===== config.mk =====
export PLATFORM = sky130hd
export DESIGN_NAME = hta_ctrl
export DESIGN_NICKNAME = d
export VERILOG_FILES = /design/src/hw/rtl/hta_pkg.sv /design/src/hw/rtl/hta_ctrl.sv
export SDC_FILE = /design/constraint.sdc
export NUM_CORES = 1
export LEC_CHECK = 0
export BUFFER_PORTS_ARGS = -buffer_cell sky130_fd_sc_hd__buf_2
export CORE_AREA = 8 8 45 47
export CTS_CLUSTER_SIZE = 8
export DETAILED_ROUTE_END_ITERATION = 10
export DIE_AREA = 0 0 53 55
export PLACE_DENSITY = 0.38
export SLEW_MARGIN = 10
export SYNTH_ARGS = -nofsm -noshare
export SYNTH_HDL_FRONTEND = slang
export SYNTH_SLANG_ARGS = --single-unit

===== constraint.sdc =====
create_clock -name clk_i -period 1 [get_ports clk_i]
set_input_delay 0.2 -clock clk_i [delete_from_list [all_inputs] [get_ports clk_i]]
set_output_delay 0.2 -clock clk_i [all_outputs]
set_load 0.01 [all_outputs]

===== src/hw/rtl/hta_pkg.sv =====
// Shared types and constants for the handle table allocator.
package hta_pkg;

  // Request codes.
  typedef enum logic [1:0] {
    OP_CREATE  = 2'd0,
    OP_DESTROY = 2'd1,
    OP_MAP     = 2'd2,
    OP_UNLOCK  = 2'd3
  } op_e;

  // Result codes.
  typedef enum logic [1:0] {
    ST_OK       = 2'd0,
    ST_NOTFOUND = 2'd1,
    ST_BUSY     = 2'd2,
    ST_FULL     = 2'd3
  } status_e;

  // Fixed widths of the word fields, and the bit position of the lock flag.
  localparam int unsigned WordW      = 32;
  localparam int unsigned HandleOutW = 12;
  localparam int unsigned LiveW      = 13;
  localparam int unsigned LockBit    = 31;

  // Request word.
  typedef struct packed {
    op_e               opcode;
    logic [WordW-1:0]  handle;
    logic [WordW-1:0]  object_value;
    logic [WordW-1:0]  access_value;
  } req_t;

  // Result word.
  typedef struct packed {
    status_e                status;
    logic [HandleOutW-1:0]  handle_out;
    logic [WordW-1:0]       object_out;
    logic [WordW-1:0]       access_out;
    logic [LiveW-1:0]       live_count;
  } rsp_t;

  // Commands from the controller to the datapath.
  typedef struct packed {
    logic capture;
    logic read;
    logic exec;
  } cmd_t;

  // Status from the datapath to the controller.
  typedef struct packed {
    logic out_free;
  } stat_t;

endpackage


===== src/hw/rtl/hta_ctrl.sv =====
// Controller state machine that sequences capture, table read and execute.
module hta_ctrl (
  input  logic          clk_i,
  input  logic          rst_ni,
  input  logic          in_valid_i,
  output logic          in_stall_o,
  input  hta_pkg::stat_t stat_i,
  output hta_pkg::cmd_t  cmd_o
);

  typedef enum logic [1:0] {
    S_IDLE,
    S_READ,
    S_EXEC
  } state_e;

  state_e state_q;
  logic   stall_q;

  // Commands decoded from the current state.
  always_comb begin
    cmd_o = '0;
    case (state_q)
      S_IDLE: cmd_o.capture = in_valid_i;
      S_READ: cmd_o.read    = 1'b1;
      S_EXEC: cmd_o.exec    = stat_i.out_free;
      default: cmd_o = '0;
    endcase
  end

  // State and the registered input stall.
  always_ff @(posedge clk_i or negedge rst_ni) begin
    if (!rst_ni) begin
      state_q <= S_IDLE;
      stall_q <= 1'b0;
    end else begin
      case (state_q)
        S_IDLE: begin
          if (in_valid_i) begin
            state_q <= S_READ;
            stall_q <= 1'b1;
          end
        end
        S_READ: begin
          state_q <= S_EXEC;
        end
        S_EXEC: begin
          if (stat_i.out_free) begin
            state_q <= S_IDLE;
            stall_q <= 1'b0;
          end
        end
        default: begin
          state_q <= S_IDLE;
          stall_q <= 1'b0;
        end
      endcase
    end
  end

  assign in_stall_o = stall_q;

endmodule


-- Yosys cells after proc, flatten, opt, wreduce, memory -nomap -nowiden
Cells that the tools add are included.
- logic and storage cells: 19
- register bits: 3
- output and inout port bits: 4
- equal/unequal tests: 4
- bitwise operators: 1
- reductions and logical operators: 3
- multiplexer cells: 9
- operators with widths (cell ; count):
    2-bit one-hot mux with 3 select lines ; 1
    1-bit 2-to-1 mux ; 5
    2-bit 2-to-1 mux ; 2
    2-bit inequality test, second input constant ; 2
    1-bit one-hot mux with 3 select lines ; 1
    3-bit AND reduction ; 1
    2-bit by 1-bit equality test with 1-bit output, second input constant ; 1
    2-bit equality test, second input constant ; 1
    2-bit zero test ; 1
    2-bit AND reduction ; 1
    1-bit NOT ; 1

-- Logic depth before layout (Yosys ltp)
- depth in word-level cells: 3
- depth in mapped cells: 3
- depth with buffers taken out: 3

-- Worst setup path after synthesis
No wires, ideal clock.
- path type: reg-to-output
- start: reg state_q[1]
- end: out cmd_o[0] (netlist bit)
- stages on the path, launching flop included: 3
- data required time: 800 ps
- setup slack: 50 ps
- data arrival time: 750 ps
- cells stage by stage: dfrtp_1 inv_2 nor3b_1
- RTL lines (element ; RTL line ; source):
    start, declared ; hta_ctrl.sv:17 ; state_e state_q;
    start signal, assigned ; hta_ctrl.sv:34 ; state_q <= S_IDLE;
    start signal, assigned ; hta_ctrl.sv:40 ; state_q <= S_READ;
    start signal, assigned ; hta_ctrl.sv:45 ; state_q <= S_EXEC;
    end, declared ; hta_ctrl.sv:8 ; output hta_pkg::cmd_t cmd_o

==> summary.md <==
| Metric | Value |
|---|---|
| M1 WL | 220 um |
| Final RePlAce weighted congestion | 0.646 |
| Final Max Tran Viols | 0 |
| Worst Path Max Fanout | 5 |
| Endpoints failing hold | 0 |
| Rows | 14 |
| Starting DRC count in detailed routing | 2 |
| DRC viols | 0 |
| Synth cell types | 9 |
| Worst path slowest cell | dfrtp_2 |
| CTS H-tree depth | 1 |
| Ys Warns | 0 |
| Post-layout net count | 32 |
| Area leader, netlist | dfrtp_1 |
| Height of the chip | 55 um |
| Crit. End Element | output port |
| CTS Sinks | 3 |
| CTS tree | done |
| Post-Synthesis Cells | 13 |
| Min-Delay Path Class | input port to flip-flop |
| Final worst-path cycle share | 1.19 |
| Flop pwr share | 0.320 |
| Clock tree buffer depth | 2 |
| Main area contributors after synthesis | dfrtp_1, nor3b_1, a2bb2oi_1 |
| Place WS | 0.0169 ns |
| Largest net degree at the start of global routing | 6 |
| Syn_nets | 17 |
| Clock share of power | 0.285 |
| Pwr/cell area | 2790 nW/um^2 |
| Max cap viols | 0 |
| Worst Hold Slack | between 0.2 and 0.3 ns |
| CP arrival | 0.99 ns |
| VDD IR-drop max | 858 uV |
| Starting Density | 0.0995 |
| Switching part of the total | 0.345 |
| Core area | 1380 um^2 |
| Met2 wire length | 161 um |
| Synth-to-Final Area Change | 90.9% |
| I/O pin count | 8 |
| Grt ovf | 0 |
| Total track usage | 0.0405 |
| R2R cell count | 4 |
| Startpoint Class | flip-flop |
| RSZ-0062 raised after global routing | true |
| Synth top area share | 0.545 |
| WL/cell | 10.5 um |
| Rel. slew slack | 0.884 |
| Max Fclk | roughly 840 MHz |
| Reg clk slew, reported paths | ~0.03 ns |
| Final WS setup | -0.186 ns |
| Failing checks | negative setup slack |
| Vias in the first global route | 174 |
| Max Used Layer | met3 |
| Worst-Skew Late Latency | 0.23 ns |
| Routed vias | 149 |
| Status | complete, but fails checks |
| Syn Area/Cell | around 11 um^2 |
| Internal power | 480 uW |
| Crit path time final | 1.19 ns |
| Global-route wire length before repair | between 700 and 800 um |
| Seq/Total Area, Yosys | 0.545 |
| ANT cells | 0 |
| Worst slew pin tran | about 0.17 ns |
| Setup Skew | between 0.001 and 0.0015 ns |
| Layout cell share with drive strength beyond 1 | 0.667 |
| Req. time, crit path | 0.80 ns |
| Via density | about 3.5 |
| Antenna violations before repair | 0 |
| Num CTS Buffers | 3 |
| Die Wd | 53 um |
| DP Wirelength | 320 um |
| Hold depth | 2 |
| Setup CP Type | flip-flop to output port |
| Number of setup violations in the final report | 3 |
| Crit-path cells | nor3b_2 > buf_2 |
| Pre-antenna DRT Iters | 3 |
| P_sw | 253 uW |
| Synthesized area | 138 um^2 |
| Max stage delay on crit path | 0.43 ns |
| Pleak | 0.124 nW |
| DRT Wirelength | 453 um |
| Met3 Routed Length | 71 um |
| Seq cells post-synth | 3 |
| DIE AREA | 2920 um^2 |
| Root Driver | clkbuf_4 |
| Detail Route Antenna Nets | 0 |
| Comb power frac | 0.395 |
| Port bufs | 7 |
==> area by class of cell <==
cell class / count / area (um^2)
tap: 16 / 20.0
timing repair buffer: 10 / 60.1
sequential: 3 / 77.6
clock buffer: 4 / 26.3
fill: 161 / 1120
multi-input combinational: 8 / 71.3
inverter: 2 / 7.51
==> what timing repair did <==
| item | in CTS | in global routing |
|---|---|---|
| setup endpoints to repair | 3 | 5 |
| hold endpoints to repair | 3 | 0 |
| gates resized for setup | 3 | 2 |
| hold buffers | 1 | 0 |
| buffers inserted | 2 | 0 |
| pin swaps | 1 | 0 |
==> placed cells by master, fill, tap and decap left out <==
cell type and n:
buf_2 7, clkbuf_4 3, nor3b_2 2, buf_4 2, dfrtp_2 2, nor2b_1 1
inv_2 1, nor3b_1 1, inv_1 1, a2bb2oi_2 1, o22ai_1 1, nor3_1 1
or2_1 1, clkbuf_1 1, dlygate4sd3_1 1, dfrtp_1 1
==> Yosys cell counts, drive strengths merged <==
cell / instances
a2bb2oi: 1
dfrtp: 3
inv: 2
nor2b: 1
nor3: 1
nor3b: 3
o22ai: 1
or2: 1
==> worst paths after layout <==
kind	from	endpoint	slack, ns
max in group asynchronous	rst_ni	state_q[0]	0.58
setup / recovery	state_q[0]	cmd_o[0]	-0.19
hold reg to reg	state_q[1]	state_q[0]	0.50
hold / removal	in_valid_i	state_q[0]	0.26
min in group asynchronous	rst_ni	in_stall_o	0.30
setup reg to reg	state_q[1]	state_q[1]	0.02
==> power by group through the flow <==
stage	combinational [mW]	clock (mW)	sequential [mW]
floorplan	0.119	0	0.223
global placement	0.205	0	0.219
detailed placement	0.205	0	0.225
CTS	0.270	0.224	0.230
global route	0.317	0.233	0.245
finish	0.290	0.209	0.234
==> kinds of logic after synthesis <==
kind of cell    synth area share
simple gates               0.291
buf+inv                   0.0545
flops                      0.545
compound gates             0.109
==> per-stage QoR <==
| step | instance area [um^2] | cells | power, mW | setup TNS, ns | util |
|---|---|---|---|---|---|
| 2_1_floorplan | 138 | 13 | 0.342 | 0 | - |
| 3_3_place_gp | 193 | 36 | 0.425 | 0 | 0.139 |
| 3_5_place_dp | 193 | 36 | 0.431 | 0 | 0.139 |
| 4_1_cts | 255 | 43 | 0.724 | -0.590 | 0.184 |
| 5_1_grt | 263 | 43 | 0.796 | -0.693 | 0.190 |
| 6_report | 263 | 43 | 0.733 | -0.518 | 0.190 |
==> layer usage <==
layer  vias to the layer above  GRT usage
met1                        67     0.0396
met5                         -          0
met2                         7     0.0469
met3                         0     0.0481
li1                         75          -
met4                         0     0.0259
==> flip-flops by register name, summed over array words and instances, names as in the netlist <==
| name | cells |
|---|---|
| in_stall_o | 1 |
| state_q | 2 |
==> worst max-delay path: cells and delay by family (launching register included) <==
family,cells,cell delay [ns]
simple gates,1,0.18
buf+inv,1,0.15
flops,1,0.43
Note: power is estimated with default switching activity, not from simulation.
